<file path="src/rtl/core/alm_sched_pkg.sv">
// ----------------------------------------------------------------------------
// alm_sched_pkg
// types and codes of the alarm schedule table
// ----------------------------------------------------------------------------
`timescale 1ns / 1ps
`default_nettype none

package alm_sched_pkg;

  // request types
  localparam logic [1:0] REQ_TICK   = 2'd0;
  localparam logic [1:0] REQ_ADD    = 2'd1;
  localparam logic [1:0] REQ_REMOVE = 2'd2;
  localparam logic [1:0] REQ_SETEN  = 2'd3;

  // entry kinds
  localparam logic [1:0] KIND_PERIODIC = 2'd0;
  localparam logic [1:0] KIND_DAILY    = 2'd1;
  localparam logic [1:0] KIND_ONESHOT  = 2'd2;

  // result status codes
  localparam logic [1:0] STS_DONE      = 2'd0;
  localparam logic [1:0] STS_FULL      = 2'd1;
  localparam logic [1:0] STS_NOT_FOUND = 2'd2;

  // configuration
  localparam logic        CFG_IDX_MIN_YEAR = 1'b0;
  localparam logic [13:0] MIN_YEAR_RST     = 14'd2024;

  // packed date yyyymmdd
  localparam logic [31:0] DATE_YEAR_MUL  = 32'd10000;
  localparam logic [31:0] DATE_MONTH_MUL = 32'd100;

  // id map: 256 ids as rows of 16 bits
  localparam int ID_ROWS  = 16;
  localparam int ID_ROW_W = 16;

  typedef struct packed {
    logic [7:0]  id;
    logic [1:0]  kind;
    logic        en;
    logic        done;
    logic [31:0] interval;
    logic [4:0]  hour;
    logic [5:0]  minute;
    logic [31:0] prev_fire;
  } entry_t;

  typedef enum logic [2:0] {
    ST_IDLE,
    ST_SCAN,
    ST_IDSCAN,
    ST_WRITE,
    ST_RESP
  } state_e;

endpackage

`default_nettype wire

</file>
<file path="src/rtl/core/alarm_schedule_table.sv">
// ----------------------------------------------------------------------------
// alarm_schedule_table
// table of periodic, daily and one-shot alarm entries with add, remove,
// set-enable and tick requests
// ----------------------------------------------------------------------------
// One request item is handled at a time. The table lives in a memory with one
// registered read port that is walked one slot per cycle; a single 32-bit
// adder and comparator checks whether the slot is due. A tick scans the slots
// until an entry fires and then writes that entry back; remove scans without
// a write, and set-enable scans and then writes the entry. An add scans for
// the first free slot and then the id map one row of 16 ids per cycle. The
// result waits in an output register, so a new item can be taken while it is
// pending. Valid bits and the id map are cleared by reset directly, so no
// clearing pass is needed.
`timescale 1ns / 1ps
`default_nettype none

module alarm_schedule_table
  import alm_sched_pkg::*;
#(
  parameter int ENTRY_COUNT = 16
) (
  input  wire logic        clk_i,
  input  wire logic        rst_ni,
  input  wire logic        in_valid_i,
  output logic             in_ready_o,
  input  wire logic [1:0]  req_type_i,
  input  wire logic [31:0] now_sec_i,
  input  wire logic [13:0] cal_year_i,
  input  wire logic [3:0]  cal_month_i,
  input  wire logic [4:0]  cal_day_i,
  input  wire logic [4:0]  hour_i,
  input  wire logic [5:0]  minute_i,
  input  wire logic [1:0]  entry_kind_i,
  input  wire logic [31:0] period_sec_i,
  input  wire logic        enable_flag_i,
  input  wire logic [7:0]  target_id_i,
  output logic             out_valid_o,
  input  wire logic        out_ready_i,
  output logic [1:0]       status_o,
  output logic [7:0]       result_id_o,
  output logic             fired_o,
  output logic [3:0]       fired_slot_o,
  output logic [4:0]       entry_count_o,
  input  wire logic        psel,
  input  wire logic        penable,
  input  wire logic        pwrite,
  input  wire logic [2:0]  paddr,
  input  wire logic [31:0] pwdata,
  output logic [31:0]      prdata,
  output logic             pready
);

  localparam int SW = (ENTRY_COUNT > 1) ? $clog2(ENTRY_COUNT) : 1;
  localparam int CW = $clog2(ENTRY_COUNT + 1);
  localparam logic [SW-1:0] LAST_IDX = SW'(ENTRY_COUNT - 1);
  localparam int RW = $clog2(ID_ROWS);
  localparam int BW = $clog2(ID_ROW_W);
  localparam logic [RW-1:0] LAST_ROW = RW'(ID_ROWS - 1);

  function automatic logic [BW-1:0] lowest_set(input logic [ID_ROW_W-1:0] v);
    logic [BW-1:0] pos;
    pos = '0;
    for (int b = ID_ROW_W - 1; b >= 0; b--) begin
      if (v[b]) begin
        pos = BW'(b);
      end
    end
    return pos;
  endfunction

  // configuration
  logic [13:0] cfg_year_q;
  logic        cfg_wr;

  assign pready = 1'b1;
  assign cfg_wr = psel && penable && pwrite && pready && (paddr[2] == CFG_IDX_MIN_YEAR);
  assign prdata = (paddr[2] == CFG_IDX_MIN_YEAR) ? {18'd0, cfg_year_q} : '0;

  always_ff @(posedge clk_i or negedge rst_ni) begin
    if (!rst_ni) begin
      cfg_year_q <= MIN_YEAR_RST;
    end else if (cfg_wr) begin
      cfg_year_q <= pwdata[13:0];
    end
  end

  // control state
  state_e              state_q, state_d;
  logic [SW-1:0]       idx_q, idx_d;
  logic [SW-1:0]       slot_q, slot_d;
  logic [RW-1:0]       row_q, row_d;
  logic [CW-1:0]       cnt_q, cnt_d;
  logic [ENTRY_COUNT-1:0] vld_q, vld_d;
  logic [ID_ROW_W-1:0] idmap_q [ID_ROWS];
  logic [ID_ROW_W-1:0] idmap_d [ID_ROWS];
  logic                ovld_q, ovld_d;

  // request and result payload
  logic [1:0]  req_q;
  logic [31:0] now_q;
  logic [4:0]  hour_q;
  logic [5:0]  minute_q;
  logic [1:0]  kind_q;
  logic [31:0] ival_q;
  logic        en_q;
  logic [7:0]  tid_q;
  logic [31:0] today_q;
  logic        year_ok_q;
  entry_t      wr_q, wr_d;
  logic [1:0]  sts_q, sts_d;
  logic [7:0]  rid_q, rid_d;
  logic        fired_q, fired_d;
  logic [SW-1:0] fslot_q, fslot_d;
  logic [1:0]  o_sts_q;
  logic [7:0]  o_rid_q;
  logic        o_fired_q;
  logic [3:0]  o_fslot_q;
  logic [4:0]  o_cnt_q;
  logic        in_acc;
  logic        out_load;

  // table memory
  entry_t mem_q [ENTRY_COUNT];
  entry_t rd_q;
  logic   mem_we;

  always_ff @(posedge clk_i) begin
    if (mem_we) begin
      mem_q[slot_q] <= wr_q;
    end
    rd_q <= mem_q[idx_d];
  end

  // shared add and compare unit
  entry_t      ent;
  logic        is_per;
  logic [31:0] add_a, add_b, sum, cmp_a, cmp_b;
  logic        ge, due;
  entry_t      upd;
  logic [ID_ROW_W-1:0] row_free;
  logic [BW-1:0] free_bit;

  assign ent    = vld_q[idx_q] ? rd_q : '0;
  assign is_per = (ent.kind == KIND_PERIODIC);
  assign add_a  = is_per ? now_q : ent.prev_fire;
  assign add_b  = is_per ? ~ent.prev_fire : ent.interval;
  assign sum    = add_a + add_b + {31'd0, is_per};
  assign cmp_a  = is_per ? sum : now_q;
  assign cmp_b  = is_per ? ent.interval : sum;
  assign ge     = (cmp_a >= cmp_b);

  always_comb begin
    due = 1'b0;
    upd = ent;
    if (ent.en) begin
      case (ent.kind)
        KIND_PERIODIC: begin
          due           = (ent.interval != '0) && ge;
          upd.prev_fire = now_q;
        end
        KIND_DAILY: begin
          due = year_ok_q && (hour_q == ent.hour) && (minute_q == ent.minute)
                && (ent.prev_fire != today_q);
          upd.prev_fire = today_q;
        end
        KIND_ONESHOT: begin
          due      = !ent.done && (ent.interval != '0) && ge;
          upd.done = 1'b1;
          upd.en   = 1'b0;
        end
        default: begin
          due = 1'b0;
        end
      endcase
    end
  end

  assign row_free = ~(idmap_q[row_q] | ((row_q == '0) ? ID_ROW_W'(1) : '0));
  assign free_bit = lowest_set(row_free);

  assign in_ready_o = (state_q == ST_IDLE);
  assign in_acc     = in_valid_i && in_ready_o;

  // sequencer
  always_comb begin
    state_d  = state_q;
    idx_d    = idx_q;
    slot_d   = slot_q;
    row_d    = row_q;
    cnt_d    = cnt_q;
    vld_d    = vld_q;
    idmap_d  = idmap_q;
    wr_d     = wr_q;
    sts_d    = sts_q;
    rid_d    = rid_q;
    fired_d  = fired_q;
    fslot_d  = fslot_q;
    mem_we   = 1'b0;
    out_load = 1'b0;
    ovld_d   = ovld_q && !out_ready_i;
    case (state_q)
      ST_IDLE: begin
        idx_d = '0;
        if (in_valid_i) begin
          state_d = ST_SCAN;
          sts_d   = STS_DONE;
          rid_d   = '0;
          fired_d = 1'b0;
          fslot_d = '0;
        end
      end
      ST_SCAN: begin
        case (req_q)
          REQ_TICK: begin
            if (due) begin
              wr_d    = upd;
              slot_d  = idx_q;
              fired_d = 1'b1;
              rid_d   = ent.id;
              fslot_d = idx_q;
              state_d = ST_WRITE;
            end else if (idx_q == LAST_IDX) begin
              state_d = ST_RESP;
            end else begin
              idx_d = idx_q + 1'b1;
            end
          end
          REQ_ADD: begin
            if (!vld_q[idx_q]) begin
              slot_d  = idx_q;
              row_d   = '0;
              state_d = ST_IDSCAN;
            end else if (idx_q == LAST_IDX) begin
              sts_d   = STS_FULL;
              state_d = ST_RESP;
            end else begin
              idx_d = idx_q + 1'b1;
            end
          end
          default: begin
            if (tid_q == '0) begin
              sts_d   = STS_NOT_FOUND;
              state_d = ST_RESP;
            end else if (vld_q[idx_q] && (ent.id == tid_q)) begin
              if (req_q == REQ_REMOVE) begin
                vld_d[idx_q]                    = 1'b0;
                idmap_d[tid_q[7:4]][tid_q[3:0]] = 1'b0;
                cnt_d                           = cnt_q - 1'b1;
                state_d                         = ST_RESP;
              end else begin
                wr_d    = ent;
                wr_d.en = en_q;
                slot_d  = idx_q;
                state_d = ST_WRITE;
              end
            end else if (idx_q == LAST_IDX) begin
              sts_d   = STS_NOT_FOUND;
              state_d = ST_RESP;
            end else begin
              idx_d = idx_q + 1'b1;
            end
          end
        endcase
      end
      ST_IDSCAN: begin
        if (row_free != '0) begin
          rid_d   = {row_q, free_bit};
          wr_d    = '0;
          wr_d.id = {row_q, free_bit};
          wr_d.kind = kind_q;
          wr_d.en   = en_q;
          if (kind_q == KIND_DAILY) begin
            wr_d.hour   = hour_q;
            wr_d.minute = minute_q;
          end else begin
            wr_d.interval  = ival_q;
            wr_d.prev_fire = now_q;
          end
          vld_d[slot_q]           = 1'b1;
          idmap_d[row_q][free_bit] = 1'b1;
          cnt_d                   = cnt_q + 1'b1;
          state_d                 = ST_WRITE;
        end else if (row_q == LAST_ROW) begin
          sts_d   = STS_FULL;
          state_d = ST_RESP;
        end else begin
          row_d = row_q + 1'b1;
        end
      end
      ST_WRITE: begin
        mem_we  = 1'b1;
        state_d = ST_RESP;
      end
      ST_RESP: begin
        if (!ovld_q || out_ready_i) begin
          out_load = 1'b1;
          ovld_d   = 1'b1;
          state_d  = ST_IDLE;
        end
      end
      default: begin
        state_d = ST_IDLE;
      end
    endcase
  end

  always_ff @(posedge clk_i or negedge rst_ni) begin
    if (!rst_ni) begin
      state_q <= ST_IDLE;
      idx_q   <= '0;
      slot_q  <= '0;
      row_q   <= '0;
      cnt_q   <= '0;
      vld_q   <= '0;
      ovld_q  <= 1'b0;
      for (int r = 0; r < ID_ROWS; r++) begin
        idmap_q[r] <= '0;
      end
    end else begin
      state_q <= state_d;
      idx_q   <= idx_d;
      slot_q  <= slot_d;
      row_q   <= row_d;
      cnt_q   <= cnt_d;
      vld_q   <= vld_d;
      ovld_q  <= ovld_d;
      idmap_q <= idmap_d;
    end
  end

  always_ff @(posedge clk_i) begin
    if (in_acc) begin
      req_q     <= req_type_i;
      now_q     <= now_sec_i;
      hour_q    <= hour_i;
      minute_q  <= minute_i;
      kind_q    <= entry_kind_i;
      ival_q    <= period_sec_i;
      en_q      <= enable_flag_i;
      tid_q     <= target_id_i;
      today_q   <= 32'(cal_year_i) * DATE_YEAR_MUL + 32'(cal_month_i) * DATE_MONTH_MUL
                   + 32'(cal_day_i);
      year_ok_q <= (cal_year_i >= cfg_year_q);
    end
    wr_q    <= wr_d;
    sts_q   <= sts_d;
    rid_q   <= rid_d;
    fired_q <= fired_d;
    fslot_q <= fslot_d;
    if (out_load) begin
      o_sts_q   <= sts_q;
      o_rid_q   <= rid_q;
      o_fired_q <= fired_q;
      o_fslot_q <= 4'(fslot_q);
      o_cnt_q   <= 5'(cnt_q);
    end
  end

  assign out_valid_o   = ovld_q;
  assign status_o      = o_sts_q;
  assign result_id_o   = o_rid_q;
  assign fired_o       = o_fired_q;
  assign fired_slot_o  = o_fslot_q;
  assign entry_count_o = o_cnt_q;

endmodule

`default_nettype wire

</file>
<file path="config.mk">
export PLATFORM = sky130hd
export DESIGN_NAME = alarm_schedule_table
export DESIGN_NICKNAME = d
export VERILOG_FILES = /design/src/rtl/core/alm_sched_pkg.sv /design/src/rtl/core/alarm_schedule_table.sv
export SDC_FILE = /design/constraint.sdc
export NUM_CORES = 2
export LEC_CHECK = 0
export BUFFER_PORTS_ARGS = -buffer_cell sky130_fd_sc_hd__buf_2
export CORE_ASPECT_RATIO = 1.5
export CORE_MARGIN = 2
export CORE_UTILIZATION = 35
export DETAILED_ROUTE_END_ITERATION = 16
export HOLD_SLACK_MARGIN = 0.06
export PLACE_DENSITY_LB_ADDON = 0.3
export SLEW_MARGIN = 30
export SYNTH_ARGS = -nofsm -noshare
export SYNTH_HDL_FRONTEND = slang
export SYNTH_SLANG_ARGS = --single-unit
export TNS_END_PERCENT = 5
</file>
<file path="constraint.sdc">
create_clock -name clk_i -period 13.1 [get_ports clk_i]
set_input_delay 1.965 -clock clk_i [delete_from_list [all_inputs] [get_ports clk_i]]
set_output_delay 1.965 -clock clk_i [all_outputs]
set_load 0.02 [all_outputs]
</file>
Word level (Yosys, flattened, before mapping)
Memory sizes are Yosys's and may differ from the RTL's. A register that Yosys moved wholly into a read port is not among the register bits.
Index checks and enable logic that the tools add are counted.
W data, S select, Z words.

word-level totals
  register bits = 550
  memory bits (writable) = 1392
  input port bits = 153
  logic and storage cells = 307
  memories = 1

memory list
  memory  words  bits a word  read ports  clocked after Yosys merged registers in  wr ports  RTL line                     RTL
  mem_q   16     87           1           1                                        1         alarm_schedule_table.sv:124  entry_t mem_q [ENTRY_COUNT];

operators by class
  add/subtract/negate cells = 8
  multipliers = 2
  magnitude comparators = 14
  equality and inequality tests = 44
  mux-type cells = 133
  bitwise logic cells = 12
  reduce and logical (&&, ||, !) cells = 42

operators with widths
  operator              number
  $mux W256             5
  $mux W87              6
  $pmux W256 S2         1
  $pmux W87 S2          2
  $and A256 B256 Y256   1
  $not A256 Y256        1
  $or A256 B256 Y256    1
  $mux W32              7
  $mux W16              9
  $demux W16 S4         2
  $mux W4               32
  $bmux W16 S4          1
  $pmux W32 S2          1
  $pmux W4 S2           5
  $ne A2 B2 Y1 const B  18
  $add A32 B1 Y32       1
  $add A32 B32 Y32      1
  $ge A32 B32 Y1        1
  $mux W8               4
  $ne A32 B32 Y1        1
  $not A16 Y16          2
  $not A32 Y32          1
  $pmux W16 S2          1
  $reduce_bool A32 Y1   1
  other kinds (62)      150

Longest topological paths before layout
  word-level depth = 31
  gate-level depth with buffers = 45

Worst setup path before layout
No wires, ideal clock.

  path kind = reg2reg
  from = register idx_q[0]
  to = register wr_q[0] in the netlist's numbering, enable pin
  library setup time = 0.561 ns
  arrival = 11.433 ns
  path slack = 1.105 ns
  stages on the path, launching flop included = 37
  period minus slack after synthesis = 11.995 ns
  path through = dfrtp_1 buf_4 mux4_2 o22ai_2 o22a_1 buf_4 buf_2 nor2_1 clkbuf_1 clkbuf_1 nand2_1 nand2_1 ha_1 a21oi_1 fa_1 nor2b_1 o21ai_0 nand2b_1 a21o_1 a21o_1 a21o_1 a41o_1 a221o_1 a2111oi_0 nor2_1 a41oi_1 xnor2_1 mux2_2 ha_1 a21o_1 a21oi_1 o21ai_0 o221ai_1 or2_2 a21oi_1 o31ai_1 a21oi_1

between the ends
  cells in the longest elaborated chain, start to end = 14

ends and longest elaborated chain
  what                                              RTL line                                                                               RTL
  from (decl)                                       alarm_schedule_table.sv:90                                                             logic [SW-1:0] idx_q, idx_d;
  from (signal assigned)                            alarm_schedule_table.sv:322                                                            idx_q <= idx_d;
  $bmux W1 S4 (*)                                   alarm_schedule_table.sv:144, alarm_schedule_table.sv:245
  $mux W1 (implied by the code) (*)                 alarm_schedule_table.sv:144, alarm_schedule_table.sv:245
  $mux W87                                          alarm_schedule_table.sv:144                                                            assign ent = vld_q[idx_q] ? rd_q : '0;
  $logic_not A2 Y1 or $not A32 Y32 (tied branches)  alarm_schedule_table.sv:145, alarm_schedule_table.sv:157, alarm_schedule_table.sv:147
  $mux W32 (on tied branches)                       alarm_schedule_table.sv:146, alarm_schedule_table.sv:147
  $add A32 B32 Y32                                  alarm_schedule_table.sv:148                                                            assign sum = add_a + add_b + {31'd0, is_per};
  $add A32 B1 Y32                                   alarm_schedule_table.sv:148
  $mux W32 (on tied branches)                       alarm_schedule_table.sv:149, alarm_schedule_table.sv:150
  $ge A32 B32 Y1                                    alarm_schedule_table.sv:151                                                            assign ge = (cmp_a >= cmp_b);
  $logic_and A1 B1 Y1 (on tied branches)            alarm_schedule_table.sv:168, alarm_schedule_table.sv:159
  $pmux W1 S3                                       alarm_schedule_table.sv:157                                                            case (ent.kind)
  $mux W1                                           alarm_schedule_table.sv:156                                                            if (ent.en) begin
  $ne A3 B3 Y1 (no source line)                     -
  $reduce_and A7 Y1 (no source line) (*)            -
  to (signal assigned)                              alarm_schedule_table.sv:346                                                            wr_q <= wr_d;
  to (decl)                                         alarm_schedule_table.sv:110                                                            entry_t wr_q, wr_d;

Mark *: on every way between the ends. The rest lies on a longest branch, timed or not. The select of a mux whose other input is x is not followed.
A chain may end at the register's enable or synchronous reset.

Worst setup path in the final report
  from = register idx_q[1]
  to = register, netlist name rd_q[14]

between the ends
  cells in the longest elaborated chain, start to end = 15

ends and longest elaborated chain
  what                                              RTL line                                                                               RTL
  $bmux W1 S4                                       alarm_schedule_table.sv:144, alarm_schedule_table.sv:230, alarm_schedule_table.sv:245
  $mux W1 (implied by the code)                     alarm_schedule_table.sv:144, alarm_schedule_table.sv:230, alarm_schedule_table.sv:245
  $mux W87                                          alarm_schedule_table.sv:144
  $logic_not A2 Y1 or $not A32 Y32 (tied branches)  alarm_schedule_table.sv:145, alarm_schedule_table.sv:157, alarm_schedule_table.sv:147
  $mux W32 (on tied branches)                       alarm_schedule_table.sv:146, alarm_schedule_table.sv:147
  $add A32 B32 Y32                                  alarm_schedule_table.sv:148
  $add A32 B1 Y32                                   alarm_schedule_table.sv:148
  $mux W32 (on tied branches)                       alarm_schedule_table.sv:149, alarm_schedule_table.sv:150
  $ge A32 B32 Y1                                    alarm_schedule_table.sv:151
  $logic_and A1 B1 Y1 (on tied branches)            alarm_schedule_table.sv:168, alarm_schedule_table.sv:159
  $pmux W1 S3                                       alarm_schedule_table.sv:157
  $mux W1                                           alarm_schedule_table.sv:156
  $mux W4                                           alarm_schedule_table.sv:216                                                            if (due) begin
  $pmux W4 S2 (*)                                   alarm_schedule_table.sv:214                                                            case (req_q)
  $pmux W4 S2 (*)                                   alarm_schedule_table.sv:202                                                            case (state_q)
  via idx_d[2]                                      alarm_schedule_table.sv:90

The timed path passes the listed nets; every way through them passes the cells marked *. The select of a mux whose other input is x is not followed.

==> metrics.md <==
| Metric | Value |
|---|---|
| Metal-1 WL | 108 mm |
| Pwr/cell area | 268 nW/um^2 |
| Worst-margin pin slew | 1.06 ns |
| Drt drc | 0 |
| CP endpoint kind | register |
| Cell Area, Synth | between 80000 and 90000 sq um |
| Combinational share of power | approximately 43% |
| Synthesized flop and latch total | a little over 2000 |
| WL per Instance | 25.0 um |
| Initial antenna violation count | 21 |
| Die width | 413 um |
| Setup crit start kind | register |
| Vias in the first global route | 58600 |
| Clock transition at path regs | roughly 0.070 ns |
| Adder-Cell Fraction of Synth Area | roughly 3.3% |
| Detail Route met2 WL | 134 mm |
| Commonest non-fill, non-tap cell in the layout | nand2_1 |
| Worst Path Arrival | 11.70 ns |
| Worst skew pair latency | 0.91 ns |
| # hold bufs at CTS | 0 |
| Iter 0 DRT Violations | 6182 |
| Mux cell area share after synthesis | approximately 2.5% |
| Worst Setup Path Type | register to register |
| Die Ht | 617 um |
| CP Data Required Time | 13.90 ns |
| Final min period | between 10 and 15 ns |
| Switching pwr | 11.0 mW |
| Max-slew violations | 0 |
| Maxcap violations | 0 |
| Standard-cell rows | 225 |
| Top Metal Used | met5 |
| Pleak | 36.3 nW |
| Syn_area_per_cell | 11.9 sq um |
| Die area | 255000 sq um |
| Setup Skew | ~0.081 ns |
| Clock Tree Buf Depth | 4 |
| RSZ-0062 raised after global routing | false |
| Unique masters post-synth | 84 |
| Most frequent cells in the layout | nand2_1, edfxtp_1, nand3_1, o21ai_0, dfrtp_1 |
| Remaining Overflow, GRT | 0 |
| Max Fanout on Critical Path | 27 |
| Initial Util | about a third |
| Total GRT Usage | 20.9% |
| Worst min path class | register to register |
| Final Hold Vio Count | 0 |
| Net Sw Frac | 41.5% |
| Synth Area in XOR/XNOR | 0.989% |
| Layout Cells excl Fill | 10900 |
| Int Power | around 16 mW |
| CP max stage cell | nor2b_4 |
| Simple-gate share of the synthesized area | 15.2% |
| Placed Area | ~93000 sq um |
| Final net count | 7803 |
| Ys Warns | 0 |
| Asr flop ratio synth | between 10% and 20% |
| First-pass GRT wire length | 396 mm |
| DRT Wirelength | 273 mm |
| CTS root buf | clkbuf_16 |
| DP HPWL | 161 mm |
| Sequential share of the synthesized area | between 60% and 70% |
| Final setup fails | 0 |
| Routed length on met3 | 18.5 mm |
| Proportion of layout cells with a drive suffix above 1 | 10.6% |
| P&R area growth vs syn | 13.2% |
| CTS tree | built |
| Post-Syn Instances | around 7400 |
| Synth Area in Compound Gates | roughly 8.6% |
| Slew Limit Headroom | 29.3% |
| Resized cells post-CTS | 0 |
| Num Clock Sinks | 2026 |
| Core Area | between 200000 and 250000 sq um |
| Final period util | ~83% |
| Total CTS buffers | 201 |
| Avg Vias per Cell | between 5 and 6 |
| Largest net degree at the start of global routing | 172 |
| CTS H-tree depth | 4 |
| Vias | 60800 |
| Sequential power share | a little over a third |
| Combinational family with the most area after synthesis | simple AND/OR/NAND/NOR gates |
| Synth Flop Type | edfxtp_1 |
| Clk pwr share | ~22% |
| GP Congestion | 0.907 |
| Design area | 99300 sq um |
| Dpl cells | 10500 |
| First drt pass iteration count | 6 |
| Post-CTS setup buffers | 0 |
| Setup_tns | 0 ns |
| Status | finished clean |
| Crit path largest cell delay | roughly 0.71 ns |
| Buffers on Ports | 168 |
| Fmax | just over 90 MHz |
| EDFF count, synth | 1632 |
| Ports | between 200 and 250 |
| Worst VDD drop | 0.380 mV |
| Post-DRT Antenna Nets | 0 |
## cell families after synthesis
| family | Yosys count |
|---|---|
| and+or+nand+nor | 3076 |
| DFF | 2026 |
| AOI/OAI and AO/OA | 1256 |
| buffers and inverters | 574 |
| adders and majority gates | 213 |
| muxes | 112 |
| xor gates and xnor gates | 99 |
| other | 2 |
## metrics by stage
stage	worst slack, ns	util, %	hold WS, ns	power, mW
6_report	2.20	39.8	0.388	26.6
5_1_grt	1.77	39.8	0.397	28.2
4_1_cts	2.24	39.7	0.389	26.6
3_5_place_dp	2.28	37.2	0.375	20.9
3_3_place_gp	2.37	37.1	0.360	20.7
2_1_floorplan	1.11	-	0.400	17.0
## registers in the layout, summed over array words and instances (netlist names), 4 cells and up
signal and count:
cfg_year_q 14, cnt_q 5, entry_count_o 5, fired_slot_o 4, fslot_q 4, hour_q 5, idmap_q 256, idx_q 4
ival_q 32, mem_q 1392, minute_q 6, now_q 32, rd_q 87, result_id_o 8, rid_q 8, row_q 4
slot_q 4, tid_q 8, today_q 29, vld_q 16, wr_q 87
## critical path, delay by kind of cell, from the launching register on
kind	cells	cell delay, ns
buffers and inverters	2	0.69
muxes	1	0.39
adders and majority gates	3	0.91
and+or+nand+nor	10	1.97
AOI/OAI and AO/OA	17	5.97
xor gates and xnor gates	1	0.16
DFF	1	0.68
## synth_stat cells (26+ instances only)
library cell  count  area [sq um]
xnor2_1          65           569
inv_1           113           424
xor2_1           34           298
a22o_1           43           377
dfrtp_1         300          7510
a32oi_1          89           780
dfxtp_1          87          1740
fa_1             34           681
nor3_1           26           130
mux4_2           82          1850
a21o_1           49           368
a21oi_1         155           776
nor2_1          133           499
nand4_1          29           181
buf_2            59           295
clkbuf_1        346          1300
ha_1            179          2240
nor2b_1          26           163
mux2_2           29           327
nand3_1         933          4670
a31oi_1         114           713
o21ai_0         642          3210
o211ai_1         38           285
nand2_1        1792          6730
edfxtp_1       1632         49000
buf_4            35           263
## layer usage
layer / up-vias / global-route usage (%)
met3: 584 / 3.14
met1: 30800 / 26.6
li1: 27000 / -
met5: - / 0
met4: 8 / 8.75
met2: 2366 / 35.4
## cell type report
| type | instances | area [sq um] |
|---|---|---|
| diodes | 5 | 12.5 |
| repair buffers | 318 | 2660 |
| fillers | 23300 | 150000 |
| well taps | 3291 | 4120 |
| flip-flops and latches | 2026 | 58400 |
| multi-input cells | 4775 | 27200 |
| clock inverters | 89 | 807 |
| inverters | 115 | 452 |
| clock buffers | 278 | 5620 |
## final timing paths
| path | slack, ns | startpoint | endpoint | depth (start not counted) |
|---|---|---|---|---|
| worst max-delay path | 2.20 | idx_q[1]$_DFF_PN0_ | rd_q[14]$_DFF_P_ | 34 |
| worst min-delay path | 0.39 | idmap_q[240]$_DFFE_PN0P_ | idmap_q[240]$_DFFE_PN0P_ | 0 |
| worst max register to register | 2.20 | idx_q[1]$_DFF_PN0_ | rd_q[14]$_DFF_P_ | 34 |
| worst min register to register | 0.39 | idmap_q[240]$_DFFE_PN0P_ | idmap_q[240]$_DFFE_PN0P_ | 0 |
| max in group asynchronous | 10.67 | rst_ni | cfg_year_q[1]$_DFFE_PN0P_ | 3 |
| min in group asynchronous | 1.03 | rst_ni | idmap_q[72]$_DFFE_PN0P_ | 1 |
## power by group through the flow
stage          Combinational (mW)  Sequential, mW  Clock [mW]
6_report                     11.3            9.53        5.73
2_1_floorplan                7.88            9.15           0
3_5_place_dp                 11.2            9.63           0
4_1_cts                      11.3            9.52        5.83
3_3_place_gp                 11.1            9.59           0
5_1_grt                      12.5            9.62        6.06
Note: power is estimated with default switching activity, not from simulation.
